[src/design/slws_pkg.sv]
// shared types, constants and microcode for the sound level window statistics block
package slws_pkg;

  localparam int WINDOW_DEPTH = 100;
  localparam int RAW_W        = 10;
  localparam int LEVEL_W      = 7;
  localparam int THR_W        = 8;
  localparam int MODE_W       = 2;
  localparam int CFG_IDX_W    = 2;
  localparam int CFG_DATA_W   = THR_W;
  localparam int LEVEL_MAX    = 100;

  localparam int PTR_W  = (WINDOW_DEPTH > 1) ? $clog2(WINDOW_DEPTH) : 1;
  localparam int CNT_W  = $clog2(WINDOW_DEPTH + 1);
  localparam int SUM_W  = $clog2(WINDOW_DEPTH * LEVEL_MAX + 1);
  localparam int ITER_W = $clog2(SUM_W + 1);

  // level mapping: 30 + floor(70 * raw / 1023)
  localparam int LEVEL_BASE = 30;
  localparam int LEVEL_SPAN = 70;
  localparam int RAW_FULL   = 1023;
  localparam int PROD_W     = RAW_W + 7;
  localparam int QUO_W      = PROD_W - RAW_W;

  localparam int STEP_W = 3;

  typedef enum logic [CFG_IDX_W-1:0] {
    CFG_ALERT_MODE  = 2'd0,
    CFG_CUSTOM_WARN = 2'd1,
    CFG_CUSTOM_ALRT = 2'd2,
    CFG_CUSTOM_DNGR = 2'd3
  } cfg_idx_e;

  typedef enum logic [MODE_W-1:0] {
    MODE_OFFICE = 2'd0,
    MODE_HOME   = 2'd1,
    MODE_SLEEP  = 2'd2,
    MODE_CUSTOM = 2'd3
  } mode_e;

  typedef enum logic [1:0] {
    GRADE_OK     = 2'd0,
    GRADE_WARN   = 2'd1,
    GRADE_ALERT  = 2'd2,
    GRADE_DANGER = 2'd3
  } grade_e;

  typedef struct packed {
    logic [MODE_W-1:0] mode;
    logic [THR_W-1:0]  warn;
    logic [THR_W-1:0]  alrt;
    logic [THR_W-1:0]  danger;
  } cfg_t;

  typedef struct packed {
    logic [THR_W-1:0] warn;
    logic [THR_W-1:0] alrt;
    logic [THR_W-1:0] danger;
  } thr_t;

  typedef enum logic [STEP_W-1:0] {
    STEP_WAIT     = 3'd0,
    STEP_SCAN     = 3'd1,
    STEP_DRAIN    = 3'd2,
    STEP_DIV      = 3'd3,
    STEP_DIV_WAIT = 3'd4,
    STEP_EMIT     = 3'd5
  } step_e;

  typedef enum logic [2:0] {
    COND_NONE      = 3'd0,
    COND_NO_INPUT  = 3'd1,
    COND_SCAN_MORE = 3'd2,
    COND_DIV_BUSY  = 3'd3,
    COND_OUT_FULL  = 3'd4
  } cond_e;

  // one control word of the microprogram
  typedef struct packed {
    logic  in_rdy;
    logic  rd;
    logic  div_go;
    logic  out_ld;
    cond_e cond;
    step_e tgt;
    logic  last;
  } ctl_t;

  typedef struct packed {
    logic in_valid;
    logic scan_more;
    logic div_busy;
    logic out_full;
  } status_t;

  function automatic ctl_t ucode(step_e s);
    ctl_t w;
    w = '0;
    case (s)
      STEP_WAIT: begin
        w.in_rdy = 1'b1;
        w.cond   = COND_NO_INPUT;
        w.tgt    = STEP_WAIT;
      end
      STEP_SCAN: begin
        w.rd   = 1'b1;
        w.cond = COND_SCAN_MORE;
        w.tgt  = STEP_SCAN;
      end
      STEP_DRAIN: begin
        w.cond = COND_NONE;
        w.tgt  = STEP_WAIT;
      end
      STEP_DIV: begin
        w.div_go = 1'b1;
        w.cond   = COND_NONE;
        w.tgt    = STEP_WAIT;
      end
      STEP_DIV_WAIT: begin
        w.cond = COND_DIV_BUSY;
        w.tgt  = STEP_DIV_WAIT;
      end
      STEP_EMIT: begin
        w.out_ld = 1'b1;
        w.cond   = COND_OUT_FULL;
        w.tgt    = STEP_EMIT;
        w.last   = 1'b1;
      end
      default: w = '0;
    endcase
    return w;
  endfunction

  function automatic thr_t thresholds(cfg_t c);
    thr_t t;
    t = '0;
    case (mode_e'(c.mode))
      MODE_OFFICE: begin
        t.warn = THR_W'(55); t.alrt = THR_W'(65); t.danger = THR_W'(75);
      end
      MODE_HOME: begin
        t.warn = THR_W'(45); t.alrt = THR_W'(55); t.danger = THR_W'(65);
      end
      MODE_SLEEP: begin
        t.warn = THR_W'(35); t.alrt = THR_W'(45); t.danger = THR_W'(55);
      end
      MODE_CUSTOM: begin
        t.warn = c.warn; t.alrt = c.alrt; t.danger = c.danger;
      end
      default: t = '0;
    endcase
    return t;
  endfunction

  // first match from danger down wins, even for unordered thresholds
  function automatic grade_e grade(logic [LEVEL_W-1:0] lvl, thr_t t);
    logic [THR_W-1:0] l;
    l = THR_W'(lvl);
    if (l >= t.danger)    return GRADE_DANGER;
    else if (l >= t.alrt) return GRADE_ALERT;
    else if (l >= t.warn) return GRADE_WARN;
    else                  return GRADE_OK;
  endfunction

endpackage

[src/design/slws_if.sv]
// sample and result channel interfaces
interface slws_in_if;
  logic                       valid;
  logic                       ready;
  logic [slws_pkg::RAW_W-1:0] raw_sample;
  modport source (output valid, output raw_sample, input ready);
  modport sink   (input valid, input raw_sample, output ready);
endinterface

interface slws_out_if;
  logic                         valid;
  logic                         ready;
  logic [slws_pkg::LEVEL_W-1:0] level_db;
  logic [slws_pkg::LEVEL_W-1:0] window_min;
  logic [slws_pkg::LEVEL_W-1:0] window_max;
  logic [slws_pkg::LEVEL_W-1:0] window_avg;
  logic [1:0]                   alert_level;
  modport source (output valid, output level_db, output window_min, output window_max,
                  output window_avg, output alert_level, input ready);
  modport sink   (input valid, input level_db, input window_min, input window_max,
                  input window_avg, input alert_level, output ready);
endinterface

[src/design/sound_level_window_stats.sv]
// Sound level window statistics. Each 10-bit sample word is mapped to a level of
// 30..100, written into a 100-entry rolling window, and answered by one result word
// with the level, the minimum, maximum and floor average over the filled window, and
// a 0..3 alert grade against the thresholds of the selected mode. After a sample is
// accepted, the window memory is scanned one entry per cycle through its single read
// port over the count filled entries, then a one-bit-per-cycle divider forms the
// average; the sequencer is back in its wait step, ready for the next sample, as the
// result word becomes valid. One word is in work at a time; a finished result waits
// in an output register while the next sample is taken, and the block only stalls
// when that register is still full at the end of the next word. The user must write
// configuration through cfg_we_i / cfg_idx_i / cfg_data_i only while idle; the block
// itself does not enforce this.
module sound_level_window_stats (
  input  logic                            clk_i,
  input  logic                            rst_ni,
  input  logic                            cfg_we_i,
  input  logic [slws_pkg::CFG_IDX_W-1:0]  cfg_idx_i,
  input  logic [slws_pkg::CFG_DATA_W-1:0] cfg_data_i,
  slws_in_if.sink                         sample_i,
  slws_out_if.source                      result_o
);
  import slws_pkg::*;

  cfg_t               cfg_q;
  ctl_t               ctl;
  status_t            status;
  logic               scan_more;
  logic               out_full;
  logic               div_busy;
  logic [SUM_W-1:0]   sum;
  logic [CNT_W-1:0]   count;
  logic [LEVEL_W-1:0] quotient;

  always_ff @(posedge clk_i or negedge rst_ni) begin
    if (!rst_ni) begin
      cfg_q.mode   <= MODE_W'(MODE_OFFICE);
      cfg_q.warn   <= THR_W'(55);
      cfg_q.alrt   <= THR_W'(65);
      cfg_q.danger <= THR_W'(75);
    end else if (cfg_we_i) begin
      case (cfg_idx_e'(cfg_idx_i))
        CFG_ALERT_MODE:  cfg_q.mode   <= cfg_data_i[MODE_W-1:0];
        CFG_CUSTOM_WARN: cfg_q.warn   <= cfg_data_i[THR_W-1:0];
        CFG_CUSTOM_ALRT: cfg_q.alrt   <= cfg_data_i[THR_W-1:0];
        CFG_CUSTOM_DNGR: cfg_q.danger <= cfg_data_i[THR_W-1:0];
        default: ;
      endcase
    end
  end

  assign status.in_valid  = sample_i.valid;
  assign status.scan_more = scan_more;
  assign status.div_busy  = div_busy;
  assign status.out_full  = out_full;

  assign sample_i.ready = ctl.in_rdy;

  slws_seq u_seq (
    .clk_i    (clk_i),
    .rst_ni   (rst_ni),
    .status_i (status),
    .ctl_o    (ctl)
  );

  slws_div u_div (
    .clk_i      (clk_i),
    .rst_ni     (rst_ni),
    .start_i    (ctl.div_go),
    .dividend_i (sum),
    .divisor_i  (count),
    .busy_o     (div_busy),
    .quotient_o (quotient)
  );

  slws_dp u_dp (
    .clk_i         (clk_i),
    .rst_ni        (rst_ni),
    .ctl_i         (ctl),
    .cfg_i         (cfg_q),
    .in_valid_i    (sample_i.valid),
    .raw_sample_i  (sample_i.raw_sample),
    .out_ready_i   (result_o.ready),
    .quotient_i    (quotient),
    .scan_more_o   (scan_more),
    .out_full_o    (out_full),
    .sum_o         (sum),
    .count_o       (count),
    .out_valid_o   (result_o.valid),
    .level_db_o    (result_o.level_db),
    .window_min_o  (result_o.window_min),
    .window_max_o  (result_o.window_max),
    .window_avg_o  (result_o.window_avg),
    .alert_level_o (result_o.alert_level)
  );

endmodule

[src/design/slws_div.sv]
// iterative restoring divider, one quotient bit per cycle
module slws_div (
  input  logic                         clk_i,
  input  logic                         rst_ni,
  input  logic                         start_i,
  input  logic [slws_pkg::SUM_W-1:0]   dividend_i,
  input  logic [slws_pkg::CNT_W-1:0]   divisor_i,
  output logic                         busy_o,
  output logic [slws_pkg::LEVEL_W-1:0] quotient_o
);
  import slws_pkg::*;

  logic [SUM_W-1:0]  quo_q, quo_d;
  logic [CNT_W-1:0]  rem_q, rem_d;
  logic [CNT_W-1:0]  dvs_q;
  logic [ITER_W-1:0] iter_q, iter_d;
  logic              busy_q, busy_d;
  logic [CNT_W:0]    shifted;
  logic [CNT_W:0]    diff;
  logic              fits;

  always_comb begin
    shifted = {rem_q, quo_q[SUM_W-1]};
    diff    = shifted - {1'b0, dvs_q};
    fits    = shifted >= {1'b0, dvs_q};
    rem_d   = fits ? diff[CNT_W-1:0] : shifted[CNT_W-1:0];
    quo_d   = {quo_q[SUM_W-2:0], fits};
  end

  always_comb begin
    busy_d = busy_q;
    iter_d = iter_q;
    if (start_i) begin
      busy_d = 1'b1;
      iter_d = ITER_W'(SUM_W);
    end else if (busy_q) begin
      iter_d = iter_q - ITER_W'(1);
      if (iter_q == ITER_W'(1)) busy_d = 1'b0;
    end
  end

  always_ff @(posedge clk_i or negedge rst_ni) begin
    if (!rst_ni) begin
      busy_q <= 1'b0;
      iter_q <= '0;
    end else begin
      busy_q <= busy_d;
      iter_q <= iter_d;
    end
  end

  always_ff @(posedge clk_i) begin
    if (start_i) begin
      quo_q <= dividend_i;
      rem_q <= '0;
      dvs_q <= divisor_i;
    end else if (busy_q) begin
      quo_q <= quo_d;
      rem_q <= rem_d;
    end
  end

  assign busy_o     = busy_q;
  assign quotient_o = quo_q[LEVEL_W-1:0];

endmodule

[src/design/slws_seq.sv]
// microprogram sequencer: step counter, control store and conditional jumps
module slws_seq (
  input  logic              clk_i,
  input  logic              rst_ni,
  input  slws_pkg::status_t status_i,
  output slws_pkg::ctl_t    ctl_o
);
  import slws_pkg::*;

  step_e step_q, step_d;
  ctl_t  cw;
  logic  take;

  always_comb begin
    cw = ucode(step_q);
  end

  always_comb begin
    case (cw.cond)
      COND_NONE:      take = 1'b0;
      COND_NO_INPUT:  take = !status_i.in_valid;
      COND_SCAN_MORE: take = status_i.scan_more;
      COND_DIV_BUSY:  take = status_i.div_busy;
      COND_OUT_FULL:  take = status_i.out_full;
      default:        take = 1'b0;
    endcase
  end

  always_comb begin
    if (take)         step_d = cw.tgt;
    else if (cw.last) step_d = STEP_WAIT;
    else              step_d = step_e'(step_q + STEP_W'(1));
  end

  always_ff @(posedge clk_i or negedge rst_ni) begin
    if (!rst_ni) step_q <= STEP_WAIT;
    else         step_q <= step_d;
  end

  assign ctl_o = cw;

endmodule

[src/design/slws_dp.sv]
// datapath: level mapping, window store, scan accumulators and result register
module slws_dp (
  input  logic                         clk_i,
  input  logic                         rst_ni,
  input  slws_pkg::ctl_t               ctl_i,
  input  slws_pkg::cfg_t               cfg_i,
  input  logic                         in_valid_i,
  input  logic [slws_pkg::RAW_W-1:0]   raw_sample_i,
  input  logic                         out_ready_i,
  input  logic [slws_pkg::LEVEL_W-1:0] quotient_i,
  output logic                         scan_more_o,
  output logic                         out_full_o,
  output logic [slws_pkg::SUM_W-1:0]   sum_o,
  output logic [slws_pkg::CNT_W-1:0]   count_o,
  output logic                         out_valid_o,
  output logic [slws_pkg::LEVEL_W-1:0] level_db_o,
  output logic [slws_pkg::LEVEL_W-1:0] window_min_o,
  output logic [slws_pkg::LEVEL_W-1:0] window_max_o,
  output logic [slws_pkg::LEVEL_W-1:0] window_avg_o,
  output logic [1:0]                   alert_level_o
);
  import slws_pkg::*;

  logic [LEVEL_W-1:0] mem_q [WINDOW_DEPTH];

  logic               accept;
  logic [RAW_W-1:0]   raw1;
  logic [PROD_W-1:0]  prod;
  logic [QUO_W-1:0]   q0;
  logic [RAW_W:0]     rem;
  logic [QUO_W-1:0]   q;
  logic [LEVEL_W-1:0] level;

  logic [PTR_W-1:0]   wptr_q, wptr_d;
  logic               filled_q, filled_d;
  logic [CNT_W-1:0]   count_q, count_d;
  logic [PTR_W-1:0]   idx_q;
  logic               rd_vld_q;
  logic [LEVEL_W-1:0] rdata_q;
  logic [LEVEL_W-1:0] level_q;
  logic [SUM_W-1:0]   sum_q;
  logic [LEVEL_W-1:0] min_q, max_q;

  logic               out_vld_q, out_vld_d;
  logic               out_ld;
  logic [LEVEL_W-1:0] out_level_q, out_min_q, out_max_q, out_avg_q;
  logic [1:0]         out_grade_q;

  assign accept = ctl_i.in_rdy && in_valid_i;

  // divide by 1023 as divide by 1024 plus one correction step
  always_comb begin
    raw1  = (raw_sample_i == '0) ? RAW_W'(1) : raw_sample_i;
    prod  = PROD_W'(raw1) * PROD_W'(LEVEL_SPAN);
    q0    = prod[PROD_W-1:RAW_W];
    rem   = {1'b0, prod[RAW_W-1:0]} + (RAW_W+1)'(q0);
    q     = (rem >= (RAW_W+1)'(RAW_FULL)) ? q0 + QUO_W'(1) : q0;
    level = LEVEL_W'(LEVEL_BASE) + LEVEL_W'(q);
  end

  always_comb begin
    wptr_d   = wptr_q;
    filled_d = filled_q;
    count_d  = count_q;
    if (accept) begin
      if (wptr_q == PTR_W'(WINDOW_DEPTH - 1)) begin
        wptr_d   = '0;
        filled_d = 1'b1;
        count_d  = CNT_W'(WINDOW_DEPTH);
      end else begin
        wptr_d  = wptr_q + PTR_W'(1);
        count_d = filled_q ? CNT_W'(WINDOW_DEPTH) : CNT_W'(wptr_q) + CNT_W'(1);
      end
    end
  end

  always_ff @(posedge clk_i or negedge rst_ni) begin
    if (!rst_ni) begin
      wptr_q    <= '0;
      filled_q  <= 1'b0;
      count_q   <= CNT_W'(1);
      idx_q     <= '0;
      rd_vld_q  <= 1'b0;
      out_vld_q <= 1'b0;
    end else begin
      wptr_q    <= wptr_d;
      filled_q  <= filled_d;
      count_q   <= count_d;
      rd_vld_q  <= ctl_i.rd;
      out_vld_q <= out_vld_d;
      if (accept)        idx_q <= '0;
      else if (ctl_i.rd) idx_q <= idx_q + PTR_W'(1);
    end
  end

  always_ff @(posedge clk_i) begin
    if (accept) mem_q[wptr_q] <= level;
    if (ctl_i.rd) rdata_q <= mem_q[idx_q];
  end

  // read data is registered and lands in the cycle after its address, so the sums trail the scan
  always_ff @(posedge clk_i) begin
    if (accept) begin
      level_q <= level;
      sum_q   <= '0;
      min_q   <= '1;
      max_q   <= '0;
    end else if (rd_vld_q) begin
      sum_q <= sum_q + SUM_W'(rdata_q);
      if (rdata_q < min_q) min_q <= rdata_q;
      if (rdata_q > max_q) max_q <= rdata_q;
    end
  end

  assign scan_more_o = (CNT_W'(idx_q) + CNT_W'(1)) != count_q;

  // result register frees the sequencer while the word waits
  assign out_full_o = out_vld_q && !out_ready_i;
  assign out_ld     = ctl_i.out_ld && !out_full_o;

  always_comb begin
    out_vld_d = out_vld_q;
    if (out_ld)           out_vld_d = 1'b1;
    else if (out_ready_i) out_vld_d = 1'b0;
  end

  always_ff @(posedge clk_i) begin
    if (out_ld) begin
      out_level_q <= level_q;
      out_min_q   <= min_q;
      out_max_q   <= max_q;
      out_avg_q   <= quotient_i;
      out_grade_q <= grade(level_q, thresholds(cfg_i));
    end
  end

  assign sum_o         = sum_q;
  assign count_o       = count_q;
  assign out_valid_o   = out_vld_q;
  assign level_db_o    = out_level_q;
  assign window_min_o  = out_min_q;
  assign window_max_o  = out_max_q;
  assign window_avg_o  = out_avg_q;
  assign alert_level_o = out_grade_q;

endmodule
[src/flat_wrapper.sv]
// flat-port wrapper written by rule: the top's interface ports become plain ports
module sound_level_window_stats_flat import slws_pkg::*;
  (clk_i, rst_ni, cfg_we_i, cfg_idx_i, cfg_data_i, sample_i_valid, sample_i_raw_sample, sample_i_ready, result_o_valid, result_o_level_db, result_o_window_min, result_o_window_max, result_o_window_avg, result_o_alert_level, result_o_ready);
  slws_in_if sample_i_i ();
  slws_out_if result_o_i ();
  input  logic clk_i;
  input  logic rst_ni;
  input  logic cfg_we_i;
  input  logic [slws_pkg::CFG_IDX_W-1:0] cfg_idx_i;
  input  logic [slws_pkg::CFG_DATA_W-1:0] cfg_data_i;
  input wire logic [$bits(sample_i_i.valid)-1:0] sample_i_valid;
  input wire logic [$bits(sample_i_i.raw_sample)-1:0] sample_i_raw_sample;
  output wire logic [$bits(sample_i_i.ready)-1:0] sample_i_ready;
  output wire logic [$bits(result_o_i.valid)-1:0] result_o_valid;
  output wire logic [$bits(result_o_i.level_db)-1:0] result_o_level_db;
  output wire logic [$bits(result_o_i.window_min)-1:0] result_o_window_min;
  output wire logic [$bits(result_o_i.window_max)-1:0] result_o_window_max;
  output wire logic [$bits(result_o_i.window_avg)-1:0] result_o_window_avg;
  output wire logic [$bits(result_o_i.alert_level)-1:0] result_o_alert_level;
  input wire logic [$bits(result_o_i.ready)-1:0] result_o_ready;
  assign sample_i_i.valid = sample_i_valid;
  assign sample_i_i.raw_sample = sample_i_raw_sample;
  assign sample_i_ready = sample_i_i.ready;
  assign result_o_valid = result_o_i.valid;
  assign result_o_level_db = result_o_i.level_db;
  assign result_o_window_min = result_o_i.window_min;
  assign result_o_window_max = result_o_i.window_max;
  assign result_o_window_avg = result_o_i.window_avg;
  assign result_o_alert_level = result_o_i.alert_level;
  assign result_o_i.ready = result_o_ready;
  sound_level_window_stats u_core (.clk_i(clk_i), .rst_ni(rst_ni), .cfg_we_i(cfg_we_i), .cfg_idx_i(cfg_idx_i), .cfg_data_i(cfg_data_i), .sample_i(sample_i_i), .result_o(result_o_i));
endmodule
[config.mk]
export PLATFORM = sky130hd
export DESIGN_NAME = sound_level_window_stats_flat
export DESIGN_NICKNAME = d
export VERILOG_FILES = /design/src/design/slws_pkg.sv /design/src/design/slws_if.sv /design/src/design/sound_level_window_stats.sv /design/src/design/slws_div.sv /design/src/design/slws_seq.sv /design/src/design/slws_dp.sv /design/src/flat_wrapper.sv
export SDC_FILE = /design/constraint.sdc
export NUM_CORES = 1
export LEC_CHECK = 0
export ABC_AREA = 1
export BUFFER_PORTS_ARGS = -buffer_cell sky130_fd_sc_hd__buf_2
export CAP_MARGIN = 20
export CORE_MARGIN = 5
export CORE_UTILIZATION = 55
export DETAILED_ROUTE_END_ITERATION = 10
export GPL_ROUTABILITY_DRIVEN = 0
export HOLD_SLACK_MARGIN = 0.12
export PLACE_DENSITY_LB_ADDON = 0.1
export SLEW_MARGIN = 0
export SYNTH_ARGS = -nofsm -noshare
export SYNTH_HDL_FRONTEND = slang
export SYNTH_SLANG_ARGS = --single-unit
[constraint.sdc]
create_clock -name clk_i -period 6.7 [get_ports clk_i]
set_clock_uncertainty 0.1 [all_clocks]
set_input_delay 0.335 -clock clk_i [delete_from_list [all_inputs] [get_ports clk_i]]
set_output_delay 0.335 -clock clk_i [all_outputs]
set_load 0.01 [all_outputs]
## Word level (Yosys, flattened, before mapping)

Memory sizes are Yosys's and may differ from the RTL's. A register that Yosys moved wholly into a read port is not among the register bits.
Index checks and enable logic that the tools add are counted.

| operators by class | value |
|---|---|
| magnitude comparators | 7 |
| mux-type cells | 31 |
| add/sub/neg operators | 9 |
| reduce and logical (&&, ||, !) cells | 21 |
| $mul | 1 |
| equal/unequal tests | 17 |

Operator list:

| kind | count |
|---|---|
| one-hot mux 24 bit (4 select lines) | 1 |
| two-way mux 7 bit | 7 |
| two-way mux 14 bit | 2 |
| >= comparator 7 x 8 -> 1 bit | 3 |
| two-way mux 24 bit | 1 |
| one-hot mux 6 bit (4 select lines) | 1 |
| adder 7 x 1 -> 7 bit, second input constant | 3 |
| multiplier 10 x 6 -> 16 bit, second input constant | 1 |
| adder 14 x 7 -> 14 bit | 1 |
| AND reduction 2 bit | 7 |
| two-way mux 1 bit | 13 |
| adder 10 x 7 -> 11 bit | 1 |
| >= comparator 11 x 10 -> 1 bit, second input constant | 1 |
| logical NOT 10 bit | 1 |
| two-way mux 10 bit | 1 |
| == test 3 x 2 -> 1 bit, second input constant | 3 |
| == test 3 bit, second input constant | 3 |
| == test 2 bit, second input constant | 4 |
| >= comparator 8 x 7 -> 1 bit | 1 |
| two-way mux 4 bit | 2 |
| adder 5 x 7 -> 7 bit, first input constant | 1 |
| == test 7 bit, second input constant | 1 |
| > comparator 7 bit | 1 |
| less-than comparator 7 bit | 1 |
| 15 further kinds | 25 |

| storage, ports and cells | value |
|---|---|
| bits in writable memories | 700 |
| logic and storage cells | 113 |
| register bits after elaboration | 151 |
| input bits | 25 |
| memories kept | 1 |
| output and inout bits | 32 |

Memory list:

| name | words | bits a word | read ports | clocked after memory_dff | wr ports | line | source |
|---|---|---|---|---|---|---|---|
| u_core.u_dp.mem_q | 100 | 7 | 1 | 1 | 1 | slws_dp.sv:24 | `logic [LEVEL_W-1:0] mem_q [WINDOW_DEPTH];` |

## Depth between registers and ports, before layout

| logic depth | value |
|---|---|
| depth after elaboration | 8 |
| depth in mapped cells | 42 |
| mapped depth without buffers | 42 |

## Cells and area by module

Synthesis repeated with hierarchy kept, for this count alone.

| second synthesis, totals | value |
|---|---|
| cell total of the unflattened synthesis | 3,329 |
| area, all modules | 37,487.2 um^2 |

Modules (own cells, without submodules):

| module | sequential area each (um^2) | instances | area an instance (um^2) | cells each |
|---|---|---|---|---|
| slws_dp | 23,503.8 | 1 | 34,286.6 | 2,957 |
| slws_div | 895.9 | 1 | 1,830.5 | 215 |
| sound_level_window_stats | 664.4 | 1 | 1,111.1 | 118 |
| slws_seq | 75.1 | 1 | 259.0 | 39 |

## Worst setup path before layout

Ideal clock, no wire load.

| timing path | value |
|---|---|
| path kind | input to register |
| from | input sample_i_raw_sample[4] |
| to | register u_core.u_dp.level_q[5], data pin |
| buffers on the path | 0 |
| cell stages on the path | 32 |
| data required time | 5,874 ps |
| data arrival time | 8,373 ps |
| path slack | -2,499 ps |
| cell sequence | inv_1 > ha_1 > nand2_1 > nor2_1 > nand2_1 > inv_1 > nor2_1 > ha_1 > ha_1 > inv_1 > fa_1 > inv_1 > ha_1 > or2_4 > nand3_1 > nand3_1 > nand2_2 > inv_2 > fa_1 > inv_1 > nand2_1 > nor3_1 > nand2_1 > nor2_1 > nand3_4 > a21oi_4 > nand2_4 > nand2_1 > nand2_2 > ha_1 > nand3_1 > xor2_1 |

| between the ends | value |
|---|---|
| word-level cells in the longest chain between the ends | 7 |
| elaborated cells on any way between the ends | 8 |
| those cells by class | add/sub: 3; mul: 1; order compare: 1; mux: 2; reduce/logical: 1 |

Ends and longest elaborated chain:

| item | line | source |
|---|---|---|
| start: declaration | flat_wrapper.sv:12 | `input wire logic [$bits(sample_i_i.raw_sample)-1:0] sample_i_raw_sample;` |
| logical NOT 10 bit | slws_dp.sv:53 | `raw1 = (raw_sample_i == '0) ? RAW_W'(1) : raw_sample_i;` |
| two-way mux 10 bit (*) | slws_dp.sv:53 |  |
| multiplier 10 x 6 -> 16 bit (*) | slws_dp.sv:54 | `prod = PROD_W'(raw1) * PROD_W'(LEVEL_SPAN);` |
| adder 10 x 7 -> 11 bit | slws_dp.sv:56 | `rem = {1'b0, prod[RAW_W-1:0]} + (RAW_W+1)'(q0);` |
| >= comparator 11 x 10 -> 1 bit | slws_dp.sv:57 | `q = (rem >= (RAW_W+1)'(RAW_FULL)) ? q0 + QUO_W'(1) : q0;` |
| two-way mux 7 bit (*) | slws_dp.sv:57 |  |
| adder 5 x 7 -> 7 bit (*) | slws_dp.sv:58 | `level = LEVEL_W'(LEVEL_BASE) + LEVEL_W'(q);` |
| net u_core.u_dp.level[5] | slws_dp.sv:32 | `logic [LEVEL_W-1:0] level;` |
| end signal: assignment | slws_dp.sv:104 | `level_q <= level;` |
| end: declaration | slws_dp.sv:40 | `logic [LEVEL_W-1:0] level_q;` |

The timed path passes the listed nets; every way through them passes the cells marked *.
A chain may end at the register's enable or synchronous reset.

## Worst setup path in the final report

| timing path | value |
|---|---|
| from | input sample_i_raw_sample[8] |
| to | memory u_core.u_dp.mem_q[86][3], data pin |

| between the ends | value |
|---|---|
| word-level cells in the longest chain between the ends | 7 |
| elaborated cells on any way between the ends | 8 |
| those cells by class | add/sub: 3; mul: 1; order compare: 1; mux: 2; reduce/logical: 1 |

Ends and longest elaborated chain:

| item | line |
|---|---|
| logical NOT 10 bit | slws_dp.sv:53 |
| two-way mux 10 bit (*) | slws_dp.sv:53 |
| multiplier 10 x 6 -> 16 bit (*) | slws_dp.sv:54 |
| adder 10 x 7 -> 11 bit | slws_dp.sv:56 |
| >= comparator 11 x 10 -> 1 bit | slws_dp.sv:57 |
| two-way mux 7 bit (*) | slws_dp.sv:57 |
| adder 5 x 7 -> 7 bit (*) | slws_dp.sv:58 |
| net u_core.u_dp.level[3] | slws_dp.sv:32 |
| end: declaration | slws_dp.sv:24 |

Marked as above.

==> impl_metrics.toml <==
[status]
outcome = "finished clean"

[finish]
antenna_cells = 0
nets = 3297
drive_gt1_share_pct = 8.70
seqCellArea_um2 = 25100
area_delta_synth_final_pct = 11.1
nFillCells = 5158
multi_input_area_um2 = 10500

[synth]
syn_inst = 3145
ys_seq_area_share_pct = 68.1
netlist_top_cells_area = "edfxtp_1 62%, o21ai_0 6.6%, nor2_1 5.5%"
synthTopCellsByCount = "765 x edfxtp_1, 545 x nor2_1, 485 x o21ai_0, 255 x nand2_1, 171 x inv_1"
synth_top_area_share_pct = 62.3
avgSynthCellArea_um2 = 11.7
synth_top_area_cell = "edfxtp_1"
synthArstFlopShare_pct = 6.76
synth_edf_count = 765
ys_ff_latch = 858
synthDistinctLibCells = 54
syn_nets = 3272
yosysWarningCount = 0
synth_most_common_cell = "edfxtp_1"
ys.flop_type = "edfxtp_1"
syn_area_um2 = 36900

[routing]
viasPerCell = 6.09
via_count = 25060
postRouteAntennaNets = 0
wl_per_cell_um = 23.2
drt-pass1-iter-count = 7
drt-total-wl_um = 95400
drc = 0
first_iter_violations = 2823

[min_path]
hp-class = "input port to async pin"

[floorplanning]
die_area_um2 = 72400
fp.dieH_um = 269
dieWidth_um = 269
start_util_pct = 55.2
io_pins = 57
std_cell_rows = 95
core_area_um2 = 66800

[setup_path]
slowest_delay_ns = 0.52
required_ns = 7.04
crit_path_top_delay_cell = "fa_1"
crit_arrival_ns = 6.42
crit_path_start_kind = "input port"
worstSetupPathType = "input port to register"
end_kind = "register"
critPathMaxFanout = 22
crit_path_frequent_cell = "nand2_1"

[timing]
worst_pin_slew_ns = 1.18
fin_crit_sh_pct = 90.8
hold_viol_final = 0
slew_violations = 0
period_minus_slack_ns = 6.08
timing.fmax_mhz = 164
max_slew_margin_pct = 21.1
hold-worst-slack_ns = 0.290
rsz0062_at_grt = "no"
setup-violations-final = 0

[clocking]
cts_buffers = 88
clkLatencyLatePin_ns = 0.64
cts_buffer_depth = 3
cts.sink_count = 858
cts_resized = 0
clkTransAtPathRegs_ns = 0.06
cts_tree = "yes"
ctsRootBufferMaster = "clkbuf_16"
cts.htree.levels = 3

[grt]
grt_max_degree = 181
antenna_found_initial = 0
grt.overflow.total = 0
track_usage_pct = 25.9
grt_pass1_vias = 24110
grt_pass1_wl_um = 143000

[power]
total_power_w = 0.0180
vdd_drop_max_mv = 0.385
p_leak_nw = 14.5
power.density_nw_per_um2 = 438

[placed_design]
portBuffers = 56
dp_hpwl_um = 55100

[flow_run]
drv_cap = 0
## worst max-delay path, delay by kind of cell
kind	cells	cell delay (ns)
adder cells (fa/ha/maj)	7	2.19
AO/OA/AOI/OAI	2	0.37
AND/OR/NAND/NOR	21	2.03
buffers and inverters	8	0.95
XOR/XNOR	1	0.51
## metal layers
metal / up-vias / global-route usage, % / share of wire, %
li1: 11469 / - / -
met1: 12253 / 36.2 / 41
met2: 1106 / 41.7 / 47
met3: 232 / 5.18 / 8.8
met4: 0 / 7.75 / 3.3
met5: - / 0 / 0
## logic make-up (layout without fill, tap and decap cells)
| logic type | count (synthesis) | in the layout | share of synthesized area [%] |
|---|---|---|---|
| DFF | 858 | 858 | 68.1 |
| xor gates and xnor gates | 29 | 30 | 0.688 |
| AOI/OAI and AO/OA | 828 | 828 | 13.0 |
| and+or+nand+nor | 970 | 970 | 10.7 |
| adders and majority gates | 102 | 102 | 3.64 |
| buffers and inverters | 358 | 455 | 3.84 |
## cells in the final DEF, fill, tap and decap left out, types with 20 or more instances in the layout
cell type	n
ha_1	92
edfxtp_1	765
dfrtp_1	43
a21oi_1	88
nand2_1	252
nor2_1	543
xor2_1	20
clkinv_1	26
clkbuf_16	92
o21ai_0	485
buf_2	56
o22ai_1	106
buf_4	31
inv_1	165
dfxtp_1	35
nand3_1	111
o221ai_1	93
## what timing repair did
action	in CTS	in global routing
hold buffers	14	0
setup buffers	0	0
endpoints found under the setup margin	0	5
endpoints found under the hold margin	79	0
## power by group
part           leakage (nW)  total [W]  switching, W  internal [W]
clock network          1.34    0.00464       0.00200       0.00264
logic                  5.30    0.00587       0.00421       0.00166
registers              7.88    0.00744      0.000361       0.00708
total                  14.5     0.0180       0.00657        0.0114
## area by class of cell
type | instances | share of cell area (%)
tap | 873 | 2.66
clock inverter | 47 | 0.681
inverter | 179 | 1.67
sequential | 858 | 61.3
timing repair buffer | 113 | 2.15
clock buffer | 116 | 5.96
multi-input combinational | 1930 | 25.5
## final timing paths
path / startpoint / end / cells past startpoint / slack (ns)
min in group clk_i: u_core.u_dp.max_q[5]$_SDFFE_PP0P_ / u_core.u_dp.window_max_o[5]$_DFFE_PP_ / 0 / 0.34
max in group asynchronous: rst_ni / u_core.u_dp.idx_q[1]$_DFFE_PN0P_ / 3 / 5.59
worst max register to register: u_core.u_seq.step_q[0]$_DFF_PN0_ / u_core.u_dp.mem_q[84][2]$_DFFE_PP_ / 8 / 2.27
worst min register to register: u_core.u_dp.max_q[5]$_SDFFE_PP0P_ / u_core.u_dp.window_max_o[5]$_DFFE_PP_ / 0 / 0.34
worst min-delay path: rst_ni / u_core.u_div.iter_q[3]$_DFFE_PN0P_ / 3 / 0.29
worst max-delay path: sample_i_raw_sample[8] / u_core.u_dp.mem_q[86][3]$_DFFE_PP_ / 39 / 0.62
## through the flow
stage | utilization, % | setup slack, ns | cell area [µm²] | TNS [ns] | instances
finish | 61.4 | 0.618 | 41000 | 0 | 4116
global route | 61.4 | 0.154 | 41000 | 0 | 4116
CTS | 61.3 | 0.561 | 41000 | 0 | 4115
detailed placement | 57.1 | -0.0752 | 38100 | -2.14 | 3938
global placement | 57.0 | 0.0493 | 38100 | 0 | 3936
floorplan | - | -0.0153 | 37000 | -1.54 | 3145
## registers in the layout (all words and copies together), names as in the netlist
signal	cells
u_core.u_div.dvs_q	7
u_core.u_dp.max_q	7
u_core.u_dp.rd_vld_q	1
u_core.u_dp.window_max_o	7
u_core.cfg_q	26
u_core.u_dp.count_o	7
u_core.u_dp.alert_level_o	2
u_core.u_seq.step_q	3
u_core.u_dp.level_db_o	7
u_core.u_dp.filled_q	1
u_core.u_dp.window_avg_o	7
u_core.u_dp.wptr_q	7
u_core.u_dp.min_q	7
u_core.u_dp.mem_q	700
u_core.u_dp.window_min_o	7
u_core.u_dp.out_valid_o	1
u_core.u_dp.level_q	7
u_core.u_div.rem_q	7
u_core.u_dp.sum_o	14
u_core.u_div.busy_o	1
u_core.u_dp.idx_q	7
u_core.u_dp.rdata_q	7
u_core.u_div.iter_q	4
u_core.u_div.quo_q	14
(Power assumes the default switching activity.)
